## config.mk

```make
export PLATFORM = sky130hd
export DESIGN_NAME = wtbd_sqrt
export DESIGN_NICKNAME = d
export VERILOG_FILES = /design/src/hw/rtl/wtbd_pkg.sv /design/src/hw/rtl/wtbd_sqrt.sv
export SDC_FILE = /design/constraint.sdc
export NUM_CORES = 1
export LEC_CHECK = 0
export BUFFER_PORTS_ARGS = -buffer_cell sky130_fd_sc_hd__buf_2
export CAP_MARGIN = 20
export CORE_AREA = 3 3 170 172
export CTS_CLUSTER_DIAMETER = 40
export CTS_CLUSTER_SIZE = 20
export DETAILED_ROUTE_END_ITERATION = 8
export DIE_AREA = 0 0 173 175
export PLACE_DENSITY = 0.73
export SYNTH_ARGS = -nofsm -noshare
export SYNTH_HDL_FRONTEND = slang
export SYNTH_SLANG_ARGS = --single-unit
```

## constraint.sdc

```tcl
create_clock -name clk -period 15.46 [get_ports clk]
set_input_delay 4.638 -clock clk [delete_from_list [all_inputs] [get_ports clk]]
set_output_delay 4.638 -clock clk [all_outputs]
set_load 0.03 [all_outputs]
```

## src/hw/rtl/wtbd_pkg.sv

```systemverilog
// ----------------------------------------------------------------------------
// wtbd_pkg
// Shared types, codes and helpers of the weighted time-bin deposit block.
// ----------------------------------------------------------------------------
package wtbd_pkg;

	// Item modes
	localparam logic [1:0] MODE_CLEAR   = 2'd0;
	localparam logic [1:0] MODE_DEPOSIT = 2'd1;
	localparam logic [1:0] MODE_READ    = 2'd2;
	localparam logic [1:0] MODE_NOP     = 2'd3;

	// Configuration register indexes
	localparam logic [2:0] REG_TIME_ORIGIN  = 3'd0;
	localparam logic [2:0] REG_BIN_WIDTH    = 3'd1;
	localparam logic [2:0] REG_BINS_IN_USE  = 3'd2;
	localparam logic [2:0] REG_OFFSET_X     = 3'd3;
	localparam logic [2:0] REG_OFFSET_Y     = 3'd4;
	localparam logic [2:0] REG_X_POWER      = 3'd5;
	localparam logic [2:0] REG_Y_POWER      = 3'd6;
	localparam logic [2:0] REG_REF_MOMENTUM = 3'd7;

	// Iterative unit widths
	localparam int DIV_N_W = 64;
	localparam int DIV_D_W = 32;
	localparam int SQRT_W  = 64;
	localparam int ROOT_W  = 32;

	typedef enum logic [3:0] {
		ST_IDLE,
		ST_CLEAR,
		ST_PREP,
		ST_START,
		ST_WAIT_BIN,
		ST_WAIT_PZ,
		ST_DRIVE,
		ST_RD,
		ST_MOD,
		ST_DONE
	} state_t;

	typedef struct packed {
		logic signed [47:0] sx;
		logic signed [47:0] sy;
	} sums_t;

	// 48-bit signed add with saturation
	function automatic logic signed [47:0] sat_add(input logic signed [47:0] a,
			input logic signed [23:0] b);
		logic signed [48:0] s;
		s = {a[47], a} + {{25{b[23]}}, b};
		if (s[48] != s[47]) begin
			return s[48] ? {1'b1, 47'd0} : {1'b0, {47{1'b1}}};
		end
		return s[47:0];
	endfunction

endpackage

```

## src/hw/rtl/wtbd_sqrt.sv

```systemverilog
// ----------------------------------------------------------------------------
// wtbd_sqrt
// Integer square root, one result bit per cycle (digit-by-digit method).
// ----------------------------------------------------------------------------
module wtbd_sqrt (
	input  logic                          clk,
	input  logic                          arst_n,
	input  logic                          start,
	input  logic [wtbd_pkg::SQRT_W-1:0]   radicand,
	output logic                          busy,
	output logic [wtbd_pkg::ROOT_W-1:0]   root
);

	logic [wtbd_pkg::SQRT_W-1:0] v_q;
	logic [wtbd_pkg::SQRT_W-1:0] res_q;
	logic [wtbd_pkg::SQRT_W-1:0] bit_q;
	logic                        busy_q;
	logic [wtbd_pkg::SQRT_W-1:0] trial;

	assign trial = res_q + bit_q;

	always_ff @(posedge clk or negedge arst_n) begin
		if (!arst_n) begin
			busy_q <= 1'b0;
		end else if (start) begin
			busy_q <= 1'b1;
		end else if (busy_q && bit_q[0]) begin
			busy_q <= 1'b0;
		end
	end

	always_ff @(posedge clk) begin
		if (start) begin
			v_q   <= radicand;
			res_q <= '0;
			bit_q <= {2'b01, {(wtbd_pkg::SQRT_W-2){1'b0}}};
		end else if (busy_q) begin
			if (v_q >= trial) begin
				v_q   <= v_q - trial;
				res_q <= (res_q >> 1) + bit_q;
			end else begin
				res_q <= res_q >> 1;
			end
			bit_q <= bit_q >> 2;
		end
	end

	assign busy = busy_q;
	assign root = res_q[wtbd_pkg::ROOT_W-1:0];

endmodule

```

Yosys cells after proc, flatten, opt, wreduce, memory -nomap -nowiden
Index checks and enable logic that the tools add are counted.
Word-level totals
  register bits after elaboration: 161
  input port bits: 67
  output and inout bits: 33
  logic and storage cells: 19
Cells by class
  add/sub/neg operators: 3
  $lt $le $gt $ge: 1
  muxes and demuxes: 6
  reductions and logical operators: 5
Operators by type and width (number)
  64-bit 2-to-1 mux: 4
  63-bit by 63-bit adder with 64-bit output: 1
  64-bit by 63-bit adder with 64-bit output: 1
  64-bit >= comparator: 1
  64-bit subtractor: 1
  2-bit nonzero test: 3
  1-bit 2-to-1 mux: 2
  2-bit AND reduction: 1
  1-bit logical AND: 1

Depth between registers and ports, before layout
Gate-level depths: netlist of the first run.
  word-level depth: 5
  mapped depth: 25
  gate-level depth less buffers: 23

Worst setup path after synthesis of the first run
OpenSTA, ideal clock, no wires.
  path type: flip-flop to flip-flop
  start: register res_q[2] (netlist name)
  end: register v_q[0] (netlist name), enable pin
  library setup time: 0.574 ns
  data arrival time: 8.963 ns
  data required time: 14.886 ns
  setup slack: 5.922 ns
  stages on the path, launching flop included: 22
  path buffers: 3
  period minus slack after synthesis: 9.538 ns
  cell sequence: dfxtp_1 -> ha_1 -> a31oi_1 -> a211oi_1 -> a221o_1 -> a41o_1 -> a21oi_2 -> o21ai_1 -> a311oi_2 -> o21bai_1 -> a31oi_1 -> xor2_1 -> ha_1 -> clkbuf_1 -> nand4_1 -> a211oi_1 -> nand3_1 -> a21oi_1 -> nor2_2 -> buf_2 -> buf_4 -> o21ai_0
On the way
  cells in the longest elaborated chain, start to end: 4
Ends and longest elaborated chain
  start, declared: RTL line wtbd_sqrt.sv:15  | logic [wtbd_pkg::SQRT_W-1:0] res_q;
  start signal, assigned: RTL line wtbd_sqrt.sv:40  | res_q <= (res_q >> 1) + bit_q;
  start signal, assigned: RTL line wtbd_sqrt.sv:42  | res_q <= res_q >> 1;
  64-bit by 63-bit adder with 64-bit output: RTL line wtbd_sqrt.sv:20  | assign trial = res_q + bit_q;
  64-bit >= comparator: RTL line wtbd_sqrt.sv:38  | if (v_q >= trial) begin
  2-bit nonzero test (no source line)
  2-bit AND reduction (no source line)
  end signal, assigned: RTL line wtbd_sqrt.sv:34  | v_q <= radicand;
  end signal, assigned: RTL line wtbd_sqrt.sv:39  | v_q <= v_q - trial;
  end, declared: RTL line wtbd_sqrt.sv:14  | logic [wtbd_pkg::SQRT_W-1:0] v_q;
No other way between the ends.
A chain may end at the register's enable or synchronous reset.

Worst setup path in the final report of the first run
  start: register res_q[2] (netlist name)
  end: register res_q[59] (netlist name)
On the way
  cells in the longest elaborated chain, start to end: 3
  elaborated cells between the ends (all ways): 4
  classes of those cells: 2 x add/sub; 1 x order compare; 1 x mux
Ends and longest elaborated chain (RTL line)
  64-bit by 63-bit adder with 64-bit output: wtbd_sqrt.sv:20
  64-bit >= comparator: wtbd_sqrt.sv:38
  64-bit 2-to-1 mux (*): wtbd_sqrt.sv:38
Every way passes the cells marked *; elsewhere a longest branch is shown, timed or not.

==> results by group, run 1 <==
Outcome
  – Status: completed

CTS
  – Worst-case clock buffer depth: 2
  – CTS Sinks: 161
  – H-tree depth: 4
  – Clock buffer count from CTS: 17
  – CTS tree: yes
  – Clk_lat worst skew: 450 ps
  – Clk root buf: clkbuf_16
  – Reg clk slew, reported paths: 70 ps
  – Cts hold-fix bufs: 0
  – PostCTS Resize Cnt: 0
  – Setup repair bufs after CTS: 0

Logic synthesis
  – Post-synth EDFFs: 64
  – Mapped Nets: 2112
  – Synthesized flop and latch total: 161
  – Synth unique cells: 88
  – Leading post-synthesis cells by cell area: dfxtp_1 (13%), edfxtp_1 (13%), ha_1 (11%)
  – Syn Inst Count: 1914
  – Avg Inst Size Synth: 7.87 µm²
  – Synth warnings: 0
  – Cell taking the most area after synthesis: dfxtp_1
  – Seq/Total Area, Yosys: 25.7%
  – Synthesized cell area: 15100 µm²
  – Async S/R FF share, synth: 0.621%
  – Area fraction of the dominant cell type after synthesis: 12.8%
  – Top_reg_cell synth: dfxtp_1

Final layout
  – Commonest non-fill, non-tap cell in the layout: nand2_1
  – Commonest cells after routing, fill and taps aside: nand2_1 (241), nor2_1 (186), o21ai_0 (131)
  – Share of cells above drive strength 1: 9.49%
  – Finished Layout Cells: 2295
  – Area grow syn2layout: 6.29%
  – Nets: 2102
  – FILL cells: 2608
  – Utilization after layout: 57.9%
  – N_diodes: 0
  – Design area: 16000 µm²

STA
  – Max-slew headroom: 37.4%
  – Worst Max-Slew Pin Slew: 939 ps
  – Slew Limit Fails: 0
  – Crit share post-route: 43.6%
  – Crit path time final: 6740 ps
  – Setup ws final: 8720 ps
  – Final Hold Vio Count: 0
  – Skew final: 13.1 ps
  – Setup tns final: 0 ps
  – Fmax: 148 MHz
  – Unrepaired setup endpoints after global routing: false
  – Final setup fails: 0

GRT
  – Total grt overflow: 0
  – Vias in the first global route: 13400
  – Global Route Usage Sum: 27.2%
  – Initial antenna violation count: 0
  – Largest net degree at the start of global routing: 93
  – First-pass GRT wire length: 68600 µm

Detailed routing
  – Final ANT Viol Nets: 0
  – Drt wl/cell: 18.4 µm
  – Vias per std cell: 6.23
  – Initial drt markers: 1191
  – Via count: 14300
  – Routed wire length: 42100 µm
  – Drt pass-1 iters: 6
  – DRC: 0

Setup path
  – CP max stage cell: buf_4
  – Startpoint types: flop
  – Worst Path Arrival: 7090 ps
  – Crit end category: flop
  – WP data required: 15820 ps
  – Critical path type: reg2reg
  – Crit-path most repeated cell: a211oi_1
  – Highest net fanout along the worst path: 44
  – Crit-path max cell delay: 490 ps
  – Crit-path cells: ha_1 > a31oi_1 > a211oi_1 > a221o_1 > a41o_1 > a21oi_2 > o21ai_1 > a311oi_2 > o21bai_1 > a31oi_1 > xor2_1 > ha_1 > nand4_1 > a211oi_1 > nand3_1 > a21oi_1 > or2_2 > buf_4 > a21oi_1 > a311o_1 > a211oi_1

Placement
  – RePlAce Congestion: 0.949
  – Port buffer count: 99
  – Dpl ws: 8330 ps
  – Placed cell area: 15400 µm²
  – Cells after DPL: 2262
  – DP HPWL: 31700 µm

Floorplanning
  – Initial Util: 54.5%
  – Rows: 61
  – Die W: 173 µm
  – Die Area: 30300 µm²
  – Core Area: 27600 µm²
  – # IOs: 100
  – Die Y: 175 µm

Run
  – Max Cap Viol: 0

Power and ir drop
  – Worst VDD drop: 0.116 mV
  – P_leak: 6.47 nW
  – Power Dens Cells: 190 nW/µm²

Min path
  – Hold/Removal Path Class: reg2reg
## state kept, by name (all words and copies together) (netlist names)
register / cells
bit_q: 32
busy: 1
res_q: 64
v_q: 64
## final cells by class
class | instances | area, µm² | share of cell area (%)
inverters | 37 | 139 | 0.868
clock buffers | 18 | 439 | 2.74
clock inverters | 14 | 118 | 0.735
multi-input cells | 1581 | 10400 | 65.0
repair buffers | 106 | 567 | 3.54
flip-flops and latches | 161 | 3870 | 24.2
well taps | 378 | 473 | 2.95
## synthesized netlist by cell type, types with 12 or more instances
cell type / count
nor2_1: 186
a31o_2: 12
nand3_1: 36
a21o_1: 54
edfxtp_1: 64
mux2i_1: 42
nor2b_1: 18
clkbuf_1: 78
or3_1: 17
ha_1: 130
buf_2: 13
nand2b_1: 13
nand2_1: 241
o21ai_0: 132
a221oi_1: 15
and3_1: 12
o21bai_1: 23
and2_1: 16
xor2_1: 72
nor3_1: 28
dfxtp_1: 96
a21oi_1: 120
a211oi_1: 37
inv_1: 37
xnor2_1: 86
buf_4: 37
a311oi_1: 14
a31oi_1: 59
nand4_1: 33
o21ai_1: 35
## per-layer routing
| metal | part of all wire (%) | global-route usage [%] | wire (µm) | vias to the layer above |
|---|---|---|---|---|
| met5 | 0 | 0 | 0 | - |
| met4 | 2.4 | 8.58 | 1030 | 0 |
| met3 | 5.9 | 3.98 | 2510 | 83 |
| met2 | 47 | 45.7 | 19600 | 464 |
| met1 | 45 | 36.3 | 19000 | 6740 |
| li1 | - | - | - | 7018 |
## cells by family (layout without fill, tap and decap cells)
logic type	after synthesis	after routing	share of synthesized area (%)
muxes	49	49	3.31
adders and majority gates	131	131	10.9
and+or+nand+nor	631	631	18.9
DFF	161	161	25.7
AOI/OAI and AO/OA	612	612	26.6
xor gates and xnor gates	158	158	9.19
buffers and inverters	172	175	5.37
## per-stage QoR
| step | hold slack [ps] | power [mW] |
|---|---|---|
| 2_1_floorplan | 459 | 2.18 |
| 3_3_place_gp | 489 | 2.57 |
| 3_5_place_dp | 512 | 2.58 |
| 4_1_cts | 520 | 3.01 |
| 5_1_grt | 568 | 3.28 |
| 6_report | 515 | 3.05 |
## where the power goes
part	total [mW]	switching (mW)	leakage, nW	internal [mW]
logic	1.91	1.19	4.74	0.720
registers	0.716	0.100	1.45	0.616
clock network	0.422	0.207	0.275	0.215
total	3.05	1.49	6.47	1.55
## final timing paths
| kind | slack [ps] | endpoint | depth (start not counted) | startpoint |
|---|---|---|---|---|
| max | 8720 | res_q[59]$_SDFFE_PP0P_ | 21 | res_q[2]$_SDFFE_PP0P_ |
| min | 510 | res_q[0]$_SDFFE_PP0P_ | 2 | res_q[0]$_SDFFE_PP0P_ |
| max reg2reg | 8720 | res_q[59]$_SDFFE_PP0P_ | 21 | res_q[2]$_SDFFE_PP0P_ |
| min reg2reg | 510 | res_q[0]$_SDFFE_PP0P_ | 2 | res_q[0]$_SDFFE_PP0P_ |
| max in group asynchronous | 11420 | busy$_DFFE_PN0P_ | 1 | arst_n |
| min in group asynchronous | 3950 | busy$_DFFE_PN0P_ | 1 | arst_n |
## critical path, delay by kind of cell (launching register included)
family / cells / cell delay [ps]
xor gates and xnor gates: 1 / 110
and+or+nand+nor: 3 / 740
buffers and inverters: 1 / 490
DFF: 1 / 440
AOI/OAI and AO/OA: 14 / 4060
adders and majority gates: 2 / 750
(Power assumes the default switching activity.)
==> inputs of run 2 (changes only) <==
- clock period: 15.46 -> 6.8 ns (I/O delays scaled with it)
==> run 2 against run 1 <==
  * Routed wire length increased by 1.6%
  * Core utilization grew 0.53 points
  * Clock skew up 4.6 ps
  * Largest power group unchanged
==> results by group, run 2 (same netlist as run 1, synthesis figures left out) <==
Outcome
  – Status: completed

Floorplanning
  – # IOs: 100 (unchanged)
  – Die Area: 30300 µm² (unchanged)
  – Core Area: 27600 µm² (unchanged)
  – Die Y: 175 µm (unchanged)
  – Initial Util: 54.5% (unchanged)
  – Rows: 61 (unchanged)
  – Die W: 173 µm (unchanged)

CTS
  – Reg clk slew, reported paths: 70 ps (about the same)
  – CTS Sinks: 161 (unchanged)
  – CTS tree: yes
  – Clk_lat worst skew: 460 ps (about the same)
  – Clk root buf: clkbuf_16
  – Worst-case clock buffer depth: 2 (unchanged)
  – Clock buffer count from CTS: 17 (unchanged)
  – Cts hold-fix bufs: 0 (unchanged)
  – H-tree depth: 4 (unchanged)

Final layout
  – Reg area: 3870 µm² (unchanged)
  – Area grow syn2layout: 7.26%
  – N_diodes: 0 (unchanged)
  – FILL cells: 2582 (-1.0%)
  – Finished Layout Cells: 2305 (+0.44%)
  – Commonest cells after routing, fill and taps aside: nand2_1 (241), nor2_1 (186), o21ai_0 (131)
  – Commonest non-fill, non-tap cell in the layout: nand2_1
  – Share of cells above drive strength 1: 9.91% (+0.42 points)
  – Utilization after layout: 58.5% (+0.53 points)
  – Area occupied by multi-input gates: 10400 µm² (+0.17%)
  – Regs by FF count: res_q (64), v_q (64), bit_q (32)
  – Nets: 2112 (+0.48%)

Setup path
  – Crit end category: flop
  – WP data required: 7150 ps (-8670 ps)
  – R2R Setup Slk: 330 ps (-8390 ps)
  – Reg2reg end: res_q[41]$_SDFFE_PP0P_
  – Critical path type: reg2reg
  – Startpoint types: flop
  – Highest net fanout along the worst path: 18 (-59%)
  – FF-to-FF path depth: 21 (unchanged)
  – Worst Path Arrival: 6820 ps (-270 ps)
  – R2R Path Start: res_q[4]$_SDFFE_PP0P_

GRT
  – Vias in the first global route: 13400 (+0.0075%)
  – First-pass GRT wire length: 68500 µm (-0.11%)
  – Largest net degree at the start of global routing: 170 (+83%)
  – Initial antenna violation count: 0 (unchanged)
  – Global Route Usage Sum: 27.3% (+0.096 points)
  – Total grt overflow: 0 (unchanged)

STA
  – Final Hold Vio Count: 0 (unchanged)
  – Max-slew headroom: 34.7% (-2.6 points)
  – Crit share post-route: 95.2% (+52 points)
  – Final setup fails: 0 (unchanged)
  – Skew final: 17.8 ps (+4.64 ps)
  – Slew Limit Fails: 0 (unchanged)
  – Worst Max-Slew Pin Slew: 979 ps (+39.6 ps)
  – Fmax: 155 MHz (+4.1%)
  – Crit path time final: 6470 ps (-265 ps)
  – Setup tns final: 0 ps (unchanged)
  – Unrepaired setup endpoints after global routing: false

Detailed routing
  – Vias per std cell: 6.25 (+0.19%)
  – DRC: 0 (unchanged)
  – Via count: 14400 (+0.63%)
  – Initial drt markers: 1237 (+3.9%)
  – Drt pass-1 iters: 5 (-1)
  – Drt wl/cell: 18.6 µm (+1.1%)
  – Routed wire length: 42800 µm (+1.6%)
  – Final ANT Viol Nets: 0 (unchanged)

Run
  – Max Cap Viol: 0 (unchanged)

Min path
  – Sink of the worst hold path: res_q[0]$_SDFFE_PP0P_
  – Hold/Removal Path Class: reg2reg
  – Hold path depth: 2 (unchanged)
  – Hold Crit Start: res_q[0]$_SDFFE_PP0P_

Placement
  – Cells after DPL: 2272 (+0.44%)
  – DP HPWL: 31800 µm (+0.24%)
  – RePlAce Congestion: 0.963 (+1.5%)
  – Port buffer count: 99 (unchanged)

Power and ir drop
  – Power Dens Cells: 436 nW/µm² (+130%)
  – Power, Total: 7.04 mW (+130%)
  – Worst VDD drop: 0.241 mV (+110%)
  – P_leak: 6.53 nW (+0.97%)
## run 2: cell type report
class / instances / area share (%)
Tap cell: 378 / 2.93
Sequential cell: 161 / 24.0
Clock buffer: 21 / 2.86
Clock inverter: 11 / 0.790
Inverter: 37 / 0.860
Multi-Input combinational cell: 1582 / 64.5
Timing Repair Buffer: 115 / 4.10
## run 2: report_power, final
part | switching (mW) | internal (mW) | total (mW)
sequential | 0.215 | 1.40 | 1.62
combinational | 2.73 | 1.69 | 4.42
clock | 0.441 | 0.566 | 1.01
## run 2: worst max path at each step
stage | start | to | slack [ps] | depth (start not counted)
final | res_q[4]$_SDFFE_PP0P_ | res_q[41]$_SDFFE_PP0P_ | 330 | 21
after global routing | res_q[4]$_SDFFE_PP0P_ | res_q[24]$_SDFFE_PP0P_ | 40 | 21
after CTS | res_q[4]$_SDFFE_PP0P_ | v_q[42]$_DFFE_PP_ | 180 | 19
after detailed placement | bit_q[0]$_SDFFE_PP0P_ | v_q[36]$_DFFE_PP_ | 230 | 22
after global placement | res_q[2]$_SDFFE_PP0P_ | v_q[36]$_DFFE_PP_ | 350 | 19
after floorplan | res_q[2]$_SDFFE_PP0P_ | v_q[0]$_DFFE_PP_ | 230 | 21
## run 2: worst max-delay path, stage by stage (launching register included)
cell and delay [ps]:
dfxtp_1 500, ha_1 340, a211oi_1 290, a211oi_1 150, a221o_1 410, a41o_1 340
a21oi_2 360, o21ai_1 230, a311oi_2 440, o21bai_1 160, a31oi_1 230, xor2_1 120
ha_1 460, nand4_1 180, a211oi_1 420, nand3_1 280, a21oi_2 390, or2_2 210
buf_4 250, o21ai_1 150, xor2_1 170, a211oi_1 270
## run 2: what timing repair did
action,CTS,global route
gates resized for setup,0,4
setup buffers,0,0
endpoints found under the setup margin,0,112
## run 2: layer usage
metal	GRT usage, %	routed length [µm]
met5	0	0
met2	45.9	20200
met3	3.87	2530
met1	36.2	19000
met4	9.39	1090
## run 2: stage by stage
| stage | worst slack [ps] | area [µm²] | hold slack, ps |
|---|---|---|---|
| detailed placement | 228 | 15500 | 507 |
| global placement | 354 | 15500 | 509 |
| CTS | 179 | 16100 | 516 |
| floorplan | 231 | 15100 | 459 |
| finish | 329 | 16200 | 513 |
| global route | 44.2 | 16200 | 569 |
