<file path="src/hw/rtl/wtbd_pkg.sv">
// ----------------------------------------------------------------------------
// wtbd_pkg
// Shared types, codes and helpers of the weighted time-bin deposit block.
// ----------------------------------------------------------------------------
package wtbd_pkg;

	// Item modes
	localparam logic [1:0] MODE_CLEAR   = 2'd0;
	localparam logic [1:0] MODE_DEPOSIT = 2'd1;
	localparam logic [1:0] MODE_READ    = 2'd2;
	localparam logic [1:0] MODE_NOP     = 2'd3;

	// Configuration register indexes
	localparam logic [2:0] REG_TIME_ORIGIN  = 3'd0;
	localparam logic [2:0] REG_BIN_WIDTH    = 3'd1;
	localparam logic [2:0] REG_BINS_IN_USE  = 3'd2;
	localparam logic [2:0] REG_OFFSET_X     = 3'd3;
	localparam logic [2:0] REG_OFFSET_Y     = 3'd4;
	localparam logic [2:0] REG_X_POWER      = 3'd5;
	localparam logic [2:0] REG_Y_POWER      = 3'd6;
	localparam logic [2:0] REG_REF_MOMENTUM = 3'd7;

	// Iterative unit widths
	localparam int DIV_N_W = 64;
	localparam int DIV_D_W = 32;
	localparam int SQRT_W  = 64;
	localparam int ROOT_W  = 32;

	typedef enum logic [3:0] {
		ST_IDLE,
		ST_CLEAR,
		ST_PREP,
		ST_START,
		ST_WAIT_BIN,
		ST_WAIT_PZ,
		ST_DRIVE,
		ST_RD,
		ST_MOD,
		ST_DONE
	} state_t;

	typedef struct packed {
		logic signed [47:0] sx;
		logic signed [47:0] sy;
	} sums_t;

	// 48-bit signed add with saturation
	function automatic logic signed [47:0] sat_add(input logic signed [47:0] a,
			input logic signed [23:0] b);
		logic signed [48:0] s;
		s = {a[47], a} + {{25{b[23]}}, b};
		if (s[48] != s[47]) begin
			return s[48] ? {1'b1, 47'd0} : {1'b0, {47{1'b1}}};
		end
		return s[47:0];
	endfunction

endpackage

</file>
<file path="src/hw/rtl/wtbd_div.sv">
// ----------------------------------------------------------------------------
// wtbd_div
// Restoring unsigned divider, one quotient bit per cycle.
// ----------------------------------------------------------------------------
module wtbd_div (
	input  logic                           clk,
	input  logic                           arst_n,
	input  logic                           start,
	input  logic [wtbd_pkg::DIV_N_W-1:0]   dividend,
	input  logic [wtbd_pkg::DIV_D_W-1:0]   divisor,
	output logic                           busy,
	output logic [wtbd_pkg::DIV_N_W-1:0]   quotient
);

	localparam int CNT_W = $clog2(wtbd_pkg::DIV_N_W);

	logic [wtbd_pkg::DIV_D_W-1:0] rem_q;
	logic [wtbd_pkg::DIV_D_W-1:0] dvs_q;
	logic [wtbd_pkg::DIV_N_W-1:0] quo_q;
	logic [CNT_W-1:0]             cnt_q;
	logic                         busy_q;
	logic [wtbd_pkg::DIV_D_W:0]   rem_sh;
	logic [wtbd_pkg::DIV_D_W:0]   rem_sub;
	logic                         fits;

	assign rem_sh  = {rem_q, quo_q[wtbd_pkg::DIV_N_W-1]};
	assign rem_sub = rem_sh - {1'b0, dvs_q};
	assign fits    = rem_sh >= {1'b0, dvs_q};

	always_ff @(posedge clk or negedge arst_n) begin
		if (!arst_n) begin
			busy_q <= 1'b0;
			cnt_q  <= '0;
		end else if (start) begin
			busy_q <= 1'b1;
			cnt_q  <= CNT_W'(wtbd_pkg::DIV_N_W - 1);
		end else if (busy_q) begin
			cnt_q <= cnt_q - 1'b1;
			if (cnt_q == '0) begin
				busy_q <= 1'b0;
			end
		end
	end

	always_ff @(posedge clk) begin
		if (start) begin
			rem_q <= '0;
			dvs_q <= divisor;
			quo_q <= dividend;
		end else if (busy_q) begin
			rem_q <= fits ? rem_sub[wtbd_pkg::DIV_D_W-1:0] : rem_sh[wtbd_pkg::DIV_D_W-1:0];
			quo_q <= {quo_q[wtbd_pkg::DIV_N_W-2:0], fits};
		end
	end

	assign busy     = busy_q;
	assign quotient = quo_q;

endmodule

</file>
<file path="config.mk">
export PLATFORM = sky130hd
export DESIGN_NAME = wtbd_div
export DESIGN_NICKNAME = d
export VERILOG_FILES = /design/src/hw/rtl/wtbd_pkg.sv /design/src/hw/rtl/wtbd_div.sv
export SDC_FILE = /design/constraint.sdc
export NUM_CORES = 1
export LEC_CHECK = 0
export BUFFER_PORTS_ARGS = -buffer_cell sky130_fd_sc_hd__buf_2
export CORE_MARGIN = 2
export CORE_UTILIZATION = 55
export DETAILED_ROUTE_END_ITERATION = 8
export PLACE_DENSITY = 0.9
export SLEW_MARGIN = 15
export SYNTH_ARGS = -nofsm -noshare
export SYNTH_HDL_FRONTEND = slang
export SYNTH_SLANG_ARGS = --single-unit
</file>
<file path="constraint.sdc">
create_clock -name clk -period 5.05 [get_ports clk]
set_input_delay 0.7575 -clock clk [delete_from_list [all_inputs] [get_ports clk]]
set_output_delay 0.7575 -clock clk [all_outputs]
set_load 0.02 [all_outputs]
</file>
### Word-level counts from Yosys, hierarchy flattened

Index checks and enable logic that the tools add are counted.

* word-level logic and storage cells: 18
* flip-flop bits (word level): 135

* $lt $le $gt $ge: 1
* reduce and logical (&&, ||, !) cells: 2
* add/subtract/negate cells: 2
* mux-type cells: 8

Operator list (count)
* 64-bit 2-to-1 mux: 2
* 33-bit by 32-bit >= comparator with 1-bit output: 1
* 32-bit 2-to-1 mux: 1
* 32-bit subtractor: 1
* 6-bit 2-to-1 mux: 2
* 6-bit logical NOT: 1
* 6-bit by 1-bit subtractor with 6-bit output (second input constant): 1
* 1-bit 2-to-1 mux: 3
* 2-bit nonzero test: 1

### Logic depth before layout (Yosys ltp)

Gate-level depths: netlist of run 1.

* word-level depth: 4
* gate-level depth with buffers: 13
* mapped depth without buffers: 12

### Worst setup path before layout of run 1

No wires, ideal clock.

* path kind: reg2reg
* start point: register quo_q, in the netlist quotient[63]
* end point: register rem_q[24] (netlist name)
* slack: 2.129 ns
* stages on the path, launching flop included: 13
* arrival: 2.799 ns
* path buffers: 0
* library setup time: 0.122 ns
* cell sequence: edfxtp_1 inv_1 ha_1 fa_1 nor2b_1 o31a_1 o31ai_2 a21oi_1 a31o_1 a211o_1 a41oi_2 xnor2_1 a221o_1

* word-level cells in the longest chain between the ends: 2
* elaborated cells between the ends (all ways): 3
* classes of those cells: add/sub: 1; order compare: 1; mux: 1

Ends and longest elaborated chain
* start: declaration: line wtbd_div.sv:19 `logic [wtbd_pkg::DIV_N_W-1:0] quo_q;`
* start signal: assignment: line wtbd_div.sv:49 `quo_q <= dividend;`
* start signal: assignment: line wtbd_div.sv:52 `quo_q <= {quo_q[wtbd_pkg::DIV_N_W-2:0], fits};`
* 32-bit subtractor or 33-bit by 32-bit >= comparator with 1-bit output (tied branches): line wtbd_div.sv:27, wtbd_div.sv:28
* 32-bit 2-to-1 mux *: line wtbd_div.sv:51 `rem_q <= fits ? rem_sub[wtbd_pkg::DIV_D_W-1:0] : rem_sh[wtbd_pkg::DIV_D_W-1:0];`
* end signal: assignment: line wtbd_div.sv:51
* end: declaration: line wtbd_div.sv:17 `logic [wtbd_pkg::DIV_D_W-1:0] rem_q;`

Every way passes the cells marked *; elsewhere a longest branch is shown, timed or not.
A chain may end at the register's enable or synchronous reset.

### Worst setup path after layout of run 1

* start point: register dvs_q[3] (netlist name)
* end point: register rem_q[21] (netlist name)

* word-level cells in the longest chain between the ends: 2
* elaborated cells between the ends (all ways): 3
* classes of those cells: add/sub: 1; order compare: 1; mux: 1

Ends and longest elaborated chain
* start: declaration: line wtbd_div.sv:18 `logic [wtbd_pkg::DIV_D_W-1:0] dvs_q;`
* start signal: assignment: line wtbd_div.sv:48 `dvs_q <= divisor;`
* 32-bit subtractor or 33-bit by 32-bit >= comparator with 1-bit output (tied branches): line wtbd_div.sv:27, wtbd_div.sv:28
* 32-bit 2-to-1 mux *: line wtbd_div.sv:51

Marks and branches as above.

==> flow_metrics.tcl, run 1 <==
set metrics [dict create \
    cp-end-kind "register" \
    clk_path_buf_depth 2 \
    fin_util 0.688 \
    synthCells 607 \
    port_buffers 163 \
    use_met2 0.458 \
    drt_iter0_markers 339 \
    grt_start_max_net_pins 67 \
    muxShareOfSynthArea 0.133 \
    clk_latency_ns 0.42 \
    route.detailed.drc 0 \
    avgSynthCellArea_sq_um 11.8 \
    rsz0062_at_grt "no" \
    cp-start-kind "register" \
    power_density_nw_per_um2 498 \
    synth_warnings 0 \
    outcome "finished clean" \
    tritoncts "done" \
    fmax_ghz 0.289 \
    core_sq_um 12700 \
    top_usage_layer "met2" \
    fin_crit_ns 3.46 \
    ys_seq_elements 135 \
    synth.distinct_cells 60 \
    final_common_cell "buf_2" \
    nNetsFinal 902 \
    synth_nets 741 \
    tightest_slew_ns 1.02 \
    wl_per_cell_um 18.8 \
    drive_gt1_frac 0.352 \
    arrival_ns 3.77 \
    synth-adder-area-share 0.0620 \
    grt_use_met1 0.281 \
    grt_pass1_vias 5805 \
    worstPathMaxFanout 24 \
    place_congestion 0.947 \
    tns_ns 0 \
    crit_start "dvs_q[3]" \
    synth_top_family_by_area "multiplexers" \
    htree_levels 4 \
    finalHoldViolCount 0 \
    holdCritPathClass "input pin to async pin" \
    ctsResizeCount 0 \
    min_period_over_period 0.685 \
    antenna_found_initial 0 \
    synth_ff_type "edfxtp_1" \
    maxSlewHeadroom 0.319 \
    row_count 41 \
    ys_seq_area_frac 0.515 \
    gr-usage-met3 0.0903 \
    area_delta_synth_final_pct 21.3 \
    synth_xor_area_frac 0.0378 \
    finClkSkew_ns 0.00701 \
    holdWs_ns 0.162 \
    final_max_slew_viol_count 0 \
    grt_pass1_wl_um 28700 \
    start_util 0.567 \
    path_clk_slew_ns 0.06 \
    grtUsageTotal 0.261 \
    leakage_uw 0.00384 \
    viasPerCell 5.76 \
    dieArea_sq_um 14000 \
    criticalPathCategory "register to register" \
    pre_cts_ws_ns 1.65 \
    maxCapViolations 0 \
    cts_made_buffers 17 \
    final_antenna_net_count 0 \
    final_cell_mix "buf_2 (162), edfxtp_1 (96), mux2_2 (66), inv_1 (36), ha_1 (34)" \
    cts.sinks 135 \
    synth.cell_area_sq_um 7180 \
    first_pass_iters 5 \
    ios 164 \
    synth_compound_area_frac 0.132 \
    yosys.area_share.simple 0.0864 \
    cts_root_buf "clkbuf_16" \
    die_w_um 118 \
    fin_ws_ns 1.59 \
    r2r_start "dvs_q[3]" \
    diodes 0 \
    die-height_um 118 \
    vdd_drop_max_mv 0.249 \
    synth_edf_count 96 \
    reg2regPathDepth 11 \
    drt_wl_total_um 17900 \
    vias 5493 \
    synthArstFlopShare 0.0519 \
    dp.final_hpwl_um 12600 \
    postCtsSetupBuffers 0 \
    setup_viol 0 \
    cts_hold_buf 0 \
    crit_required_ns 5.36 \
    gr-total-overflow 0 \
]
-- per-stage QoR --
step,instance area (sq um),total power (uW),instances
2_1_floorplan,7180,2750,607
3_3_place_gp,8140,3040,921
3_5_place_dp,8140,3110,921
4_1_cts,8710,4330,953
5_1_grt,8710,4560,953
6_report,8710,4340,953
-- sequential cells by signal, summed over array words and instances (netlist names) --
signal / cells
rem_q: 32
cnt_q: 6
dvs_q: 32
quotient: 64
busy: 1
-- metal layers --
metal	routed length (um)	vias up
met4	565	0
met1	6700	2584
met5	0	-
li1	-	2586
met2	9210	276
met3	1400	47
-- synthesized netlist by cell type, types with 3 or more instances --
cell      instances  share of area
a211o_1           3         0.0037
a211oi_1         18          0.019
a21o_1           19          0.020
a21oi_1          25          0.017
a221o_1           8          0.011
a31oi_1           5         0.0044
and2_1            3         0.0026
and3_1           11         0.0096
buf_2             3         0.0021
clkbuf_1         18         0.0094
dfrtp_1           7          0.024
dfxtp_1          32          0.089
edfxtp_1         96           0.40
ha_1             34          0.059
inv_1            37          0.019
mux2_2           66           0.10
mux2i_1          21          0.029
nand2_1          32          0.017
nand2b_1         10         0.0087
nand3_1          13         0.0091
nor2_1           32          0.017
nor2b_1           6         0.0052
nor3_1            6         0.0042
nor3b_1           3         0.0031
o21a_1            6         0.0063
o21ai_0          21          0.015
o21bai_1          3         0.0031
xnor2_1          22          0.027
xor2_1            9          0.011
-- where the power goes --
group          total [uW]  switching [uW]  internal, uW
clock                1190             485           710
sequential           1530             138          1390
combinational        1610             913           699
-- worst max-delay path: stages, from the launching register on --
cell,delay (ns)
edfxtp_1,0.32
inv_1,0.05
ha_1,0.37
nand3_1,0.12
o21bai_1,0.22
a211oi_2,0.27
o311ai_1,0.14
a211oi_1,0.34
nor2_1,0.21
o21ai_4,0.84
mux2i_1,0.17
a211oi_1,0.30
-- final cells by class --
cell class | instances | area (sq um)
Inverter | 37 | 139
Multi-Input combinational cell | 410 | 3240
Clock buffer | 20 | 457
Fill cell | 895 | 3960
Sequential cell | 135 | 3700
Tap cell | 172 | 215
Clock inverter | 12 | 121
Timing Repair Buffer | 167 | 848
-- cell families after synthesis --
| family | after synthesis |
|---|---|
| compound gates | 131 |
| xor+xnor | 31 |
| fa+ha+maj | 35 |
| buf+inv | 62 |
| flops | 135 |
| mux | 87 |
| simple gates | 126 |
-- path summary, 6_finish.rpt --
check,end,slack [ns]
min in group clk,rem_q[6],0.49
hold / removal,cnt_q[5],0.16
setup reg to reg,rem_q[21],1.59
max in group asynchronous,cnt_q[3],4.72
hold reg to reg,rem_q[6],0.49
setup / recovery,rem_q[21],1.59
Power figures use the tool's default switching activity.
==> inputs of run 2 (changes only) <==
--- a/config.mk
+++ b/config.mk
@@ -5,11 +5,12 @@
 export SDC_FILE = /design/constraint.sdc
 export NUM_CORES = 1
 export LEC_CHECK = 0
+export ABC_AREA = 1
 export BUFFER_PORTS_ARGS = -buffer_cell sky130_fd_sc_hd__buf_2
 export CORE_MARGIN = 2
-export CORE_UTILIZATION = 55
+export CORE_UTILIZATION = 50
 export DETAILED_ROUTE_END_ITERATION = 8
-export PLACE_DENSITY = 0.9
+export PLACE_DENSITY = 0.86
 export SLEW_MARGIN = 15
 export SYNTH_ARGS = -nofsm -noshare
 export SYNTH_HDL_FRONTEND = slang
==> constraint.sdc (replaced) <==
create_clock -name clk -period 3.18 [get_ports clk]
set_input_delay 0.477 -clock clk [delete_from_list [all_inputs] [get_ports clk]]
set_output_delay 0.477 -clock clk [all_outputs]
set_load 0.02 [all_outputs]
==> run 2 against run 1 <==
Compared with the run above:
- non-clock buffer count increased by 5
- utilization fell by 7.4 points
- via count increased by 32%
- global-route usage is 0.77 points lower
- critical endpoint is now rem_q[14]
- flip-flop and latch count is the same
==> flow_metrics.tcl, run 2 <==
set metrics [dict create \
    outcome "finished clean" \
    port_buffers 163 \
    vias 7263 \
    ys_seq_elements 135 \
    hold_depth 1 \
    synth.top_cells.by_area "edfxtp_1 (36%), nand2_1 (23%), dfxtp_1 (8.0%)" \
    power_density_nw_per_um2 738 \
    path_clk_slew_ns 0.06 \
    avgSynthCellArea_sq_um 7.34 \
    synth.distinct_cells 34 \
    place_congestion 0.962 \
    drt_iter0_markers 432 \
    vdd_drop_max_mv 0.441 \
    synth_commonest_cells "nand2_1 (486), inv_1 (168), edfxtp_1 (96), nand3_1 (74), nor2_1 (52)" \
    cts_made_buffers 17 \
    setup_viol 0 \
    fmax_ghz 0.392 \
    tns_ns 0 \
    tightest_slew_ns 0.822 \
    start_util 0.509 \
    grt_pass1_wl_um 33300 \
    drt_wl_total_um 20400 \
    ys_seq_area_frac 0.461 \
    final_cell_area_sq_um 9680 \
    gr-total-overflow 0 \
    cp-end-kind "register" \
    antenna_found_initial 1 \
    synthCells 1094 \
    reg2regPathDepth 13 \
    drive_gt1_frac 0.169 \
    maxSlewHeadroom 0.452 \
    viasPerCell 4.89 \
    htree_levels 4 \
    r2r_start "dvs_q[7]" \
    synth_most_common_cell "nand2_1" \
    yosysTopAreaCell "edfxtp_1" \
    grt_pass1_vias 7016 \
    route.detailed.drc 0 \
    final_common_cell "nand2_1" \
    final_cell_mix "nand2_1 (486), inv_1 (167), buf_2 (162), edfxtp_1 (96), nand3_1 (74)" \
    synth_ff_type "edfxtp_1" \
    place_area_sq_um 9050 \
    finalHoldViolCount 0 \
    ctsResizeCount 0 \
    rsz0062_at_grt "no" \
    ios 164 \
    synth_warnings 0 \
    clk_path_buf_depth 2 \
    area_delta_synth_final_pct 20.6 \
    hold_end "dvs_q[17]" \
    dieArea_sq_um 17100 \
    largest_reg_flops 64 \
    pre_cts_ws_ns 0.700 \
    fin_crit_ns 2.55 \
    final_max_slew_viol_count 0 \
    first_pass_iters 5 \
    cts_hold_buf 1 \
    r2r-end "rem_q[14]" \
    tritoncts "done" \
    fin_ws_ns 0.629 \
    postCtsSetupBuffers 0 \
    cts_root_buf "clkbuf_16" \
    synth_top_area_frac 0.359 \
    grtUsageTotal 0.253 \
    r2r_slack_ns 0.63 \
    synth_nets 1228 \
    holdWs_ns 0.222 \
    diodes 0 \
    leakage_uw 0.00523 \
    synth_edf_count 96 \
    grt_start_max_net_pins 78 \
    criticalPathCategory "register to register" \
    core_sq_um 15800 \
    min_period_over_period 0.802 \
    dp.final_hpwl_um 15300 \
    wl_per_cell_um 13.7 \
    arrival_ns 2.85 \
    crit_required_ns 3.48 \
    nNetsFinal 1390 \
    worstPathMaxFanout 32 \
    holdCritPathClass "input pin to register" \
    die_w_um 131 \
    cp-start-kind "register" \
    die-height_um 131 \
    synthArstFlopShare 0.0519 \
    power.total_uw 7150 \
    maxCapViolations 0 \
    row_count 46 \
    synth.cell_area_sq_um 8030 \
    cts.sinks 135 \
    clk_latency_ns 0.43 \
    finClkSkew_ns 0.00727 \
    min_from "divisor[17]" \
    final_antenna_net_count 0 \
]
run 2: kinds of logic after synthesis:
logic type                 share of synthesized area
xor gates and xnor gates                      0.0153
AOI/OAI and AO/OA                             0.0390
DFF                                            0.461
adders and majority gates                     0.0555
buffers and inverters                         0.0977
and+or+nand+nor                                0.332
run 2: area by class of cell:
| class | count | area, sq um |
|---|---|---|
| multi-input cells | 757 | 3550 |
| inverters | 173 | 649 |
| clock inverters | 14 | 186 |
| fillers | 1440 | 6090 |
| well taps | 216 | 270 |
| flip-flops and latches | 135 | 3700 |
| repair buffers | 172 | 901 |
| clock buffers | 18 | 429 |
run 2: routing by layer:
layer | global-route usage | up-vias | share of wire | routed length (um)
met5 | 0 | - | 0 | 0
met4 | 0.0907 | 0 | 0.022 | 455
met3 | 0.0696 | 31 | 0.076 | 1550
met2 | 0.429 | 252 | 0.48 | 9810
met1 | 0.312 | 3237 | 0.42 | 8560
li1 | - | 3743 | - | -
run 2: how the worst max path moves through the flow:
stage,start,endpoint,slack [ns]
detailed placement,dvs_q[8],rem_q[18],0.70
global placement,dvs_q[7],rem_q[0],0.71
CTS,dvs_q[7],rem_q[14],0.67
floorplan,start,quotient[0],0.02
global route,dvs_q[7],rem_q[18],0.37
finish,dvs_q[7],rem_q[14],0.63
run 2: power breakdown:
part           switching, uW  internal (uW)
Clock                    811           1260
Combinational           1770            982
Sequential               158           2170
run 2: worst max-delay path: stages, from the launching register on:
cell and delay [ns]:
edfxtp_1 0.33, inv_1 0.04, ha_1 0.36, nand2_1 0.13, nor2_1 0.20, nand3_1 0.12
nand3_2 0.13, nand2_1 0.09, nand2_2 0.08, nand2_2 0.25, nand2_4 0.43, nand2_1 0.11
nand3_1 0.09, o21ai_1 0.07
run 2: stage by stage:
stage,cells,util
after floorplan,1094,-
after global placement,1452,0.574
after detailed placement,1452,0.574
after CTS,1485,0.614
after global routing,1485,0.614
final,1485,0.614
==> inputs of run 3 (changes only) <==
--- a/config.mk
+++ b/config.mk
@@ -8,9 +8,9 @@
 export ABC_AREA = 1
 export BUFFER_PORTS_ARGS = -buffer_cell sky130_fd_sc_hd__buf_2
 export CORE_MARGIN = 2
-export CORE_UTILIZATION = 50
+export CORE_UTILIZATION = 55
 export DETAILED_ROUTE_END_ITERATION = 8
-export PLACE_DENSITY = 0.86
+export PLACE_DENSITY = 0.89
 export SLEW_MARGIN = 15
 export SYNTH_ARGS = -nofsm -noshare
 export SYNTH_HDL_FRONTEND = slang
==> constraint.sdc (replaced) <==
create_clock -name clk -period 2.38 [get_ports clk]
set_input_delay 0.357 -clock clk [delete_from_list [all_inputs] [get_ports clk]]
set_output_delay 0.357 -clock clk [all_outputs]
set_load 0.02 [all_outputs]
==> run 3 against run 2 <==
Compared with the run above:
- flip-flop and latch count unchanged
- global-route usage rose by 2.5 points
- utilization is 7.1 points higher
- hold slack worse by 0.11 ns
- worst setup slack got worse by 0.52 ns
- first-iteration DRC count rose by 9.5%
- combinational power up 48%
- largest power group unchanged
==> flow_metrics.tcl, run 3 (synthesized netlist as in run 2, its figures left out) <==
set metrics [dict create \
    outcome "finished clean" \
    wl_per_cell_um 15.0 \
    cp-end-kind "register" \
    crit_required_ns 2.67 \
    dp.final_hpwl_um 15300 \
    port_buffers 163 \
    cts_made_buffers 17 \
    r2r-end "rem_q[0]" \
    viasPerCell 5.16 \
    largest_reg_flops 64 \
    dieArea_sq_um 15600 \
    drive_gt1_frac 0.191 \
    final_antenna_net_count 0 \
    start_util 0.559 \
    worstPathMaxFanout 16 \
    finClkSkew_ns 0.00808 \
    min_period_over_period 0.953 \
    gr-total-overflow 0 \
    fmax_ghz 0.441 \
    cts.sinks 135 \
    clk_path_buf_depth 2 \
    row_count 44 \
    antenna_found_initial 0 \
    crit_start "dvs_q[23]" \
    area_delta_synth_final_pct 22.6 \
    final_common_cell "nand2_1" \
    grt_pass1_vias 7427 \
    clk_latency_ns 0.42 \
    ios 164 \
    core_sq_um 14400 \
    path_clk_slew_ns 0.07 \
    first_pass_iters 5 \
    vias 7546 \
    r2r_slack_ns 0.11 \
    fillers 1121 \
    power.total_uw 9860 \
    power_density_nw_per_um2 1000 \
    vdd_drop_max_mv 0.585 \
    diodes 0 \
    arrival_ns 2.56 \
    fin_crit_ns 2.27 \
    drt_iter0_markers 473 \
    grt_start_max_net_pins 83 \
    tritoncts "done" \
    cts_root_buf "clkbuf_16" \
    route.detailed.drc 0 \
    holdCritPathClass "input pin to register" \
    reg2regPathDepth 14 \
    hold_end "dvs_q[29]" \
    grtUsageTotal 0.279 \
    htree_levels 4 \
    die_w_um 125 \
    fin_cells 1461 \
    final_max_slew_viol_count 0 \
    cp-start-kind "register" \
    nNetsFinal 1398 \
    final_cell_mix "nand2_1 (482), inv_1 (167), buf_2 (162), edfxtp_1 (96), nand3_1 (73)" \
    tightest_slew_ns 0.473 \
    place_congestion 0.999 \
    leakage_uw 0.00529 \
    setup_viol 0 \
    min_from "divisor[29]" \
    die-height_um 125 \
    dp.cells 1423 \
    criticalPathCategory "register to register" \
    finalHoldViolCount 0 \
    r2r_start "dvs_q[23]" \
    maxSlewHeadroom 0.682 \
    grt_pass1_wl_um 34900 \
    hold_depth 1 \
    drt_wl_total_um 21900 \
    maxCapViolations 0 \
]
run 3: final cells by class:
| class | count | area [sq um] | area share |
|---|---|---|---|
| Timing Repair Buffer | 179 | 1010 | 0.102 |
| Clock buffer | 17 | 425 | 0.0432 |
| Multi-Input combinational cell | 758 | 3660 | 0.372 |
| Clock inverter | 15 | 168 | 0.0170 |
| Inverter | 173 | 649 | 0.0660 |
| Sequential cell | 135 | 3700 | 0.376 |
| Tap cell | 184 | 230 | 0.0234 |
run 3: report_power, final:
part / leakage [uW] / switching (uW) / internal [uW]
Combinational: 0.00365 / 2560 / 1510
Clock: 0.000286 / 1110 / 1570
Sequential: 0.00135 / 223 / 2900
Total: 0.00529 / 3890 / 5970
run 3: worst max-delay path by stage:
| stage | to | cells after the start |
|---|---|---|
| 2_1_floorplan | quotient[0] | 4 |
| 3_3_place_gp | rem_q[22] | 13 |
| 3_5_place_dp | rem_q[28] | 15 |
| 4_1_cts | rem_q[0] | 13 |
| 5_1_grt | rem_q[22] | 16 |
| 6_report | rem_q[0] | 14 |
run 3: per-stage QoR:
step,setup TNS [ns],setup slack [ns],hold slack (ns),area [sq um],utilization
final,0,0.111,0.110,9840,0.685
after global routing,-0.225,-0.0249,0.0961,9840,0.685
after CTS,0,0.00181,0.0988,9670,0.673
after detailed placement,0,0.0934,0.200,9060,0.631
after global placement,0,0.154,0.198,9060,0.631
after floorplan,0,0.0723,0.0614,8030,-
run 3: what timing repair did:
item / 4_1_cts / 5_1_grt
hold buffers: 1 / 0
setup endpoints to repair: 0 / 32
buffers inserted: 0 / 3
endpoints found under the hold margin: 7 / 0
resized for setup: 0 / 26
run 3: per-layer routing:
layer  global-route usage  vias to the layer above  wire length, um
li1                     -                     3757                -
met1                0.335                     3374             8430
met2                0.477                      357            10600
met3               0.0700                       58             2050
met4                0.115                        0              840
met5                    0                        -                0
run 3: worst max-delay path, cell delays in order (launching register included):
cell      delay, ns
edfxtp_1       0.32
inv_1          0.04
ha_1           0.37
nand2_1        0.13
nor2_2         0.19
nand2_1        0.10
nor2_2         0.13
nand2_1        0.06
nand2_1        0.11
a21oi_4        0.07
buf_4          0.19
nand2_8        0.16
nand2_1        0.10
nand3_1        0.08
o21ai_0        0.08
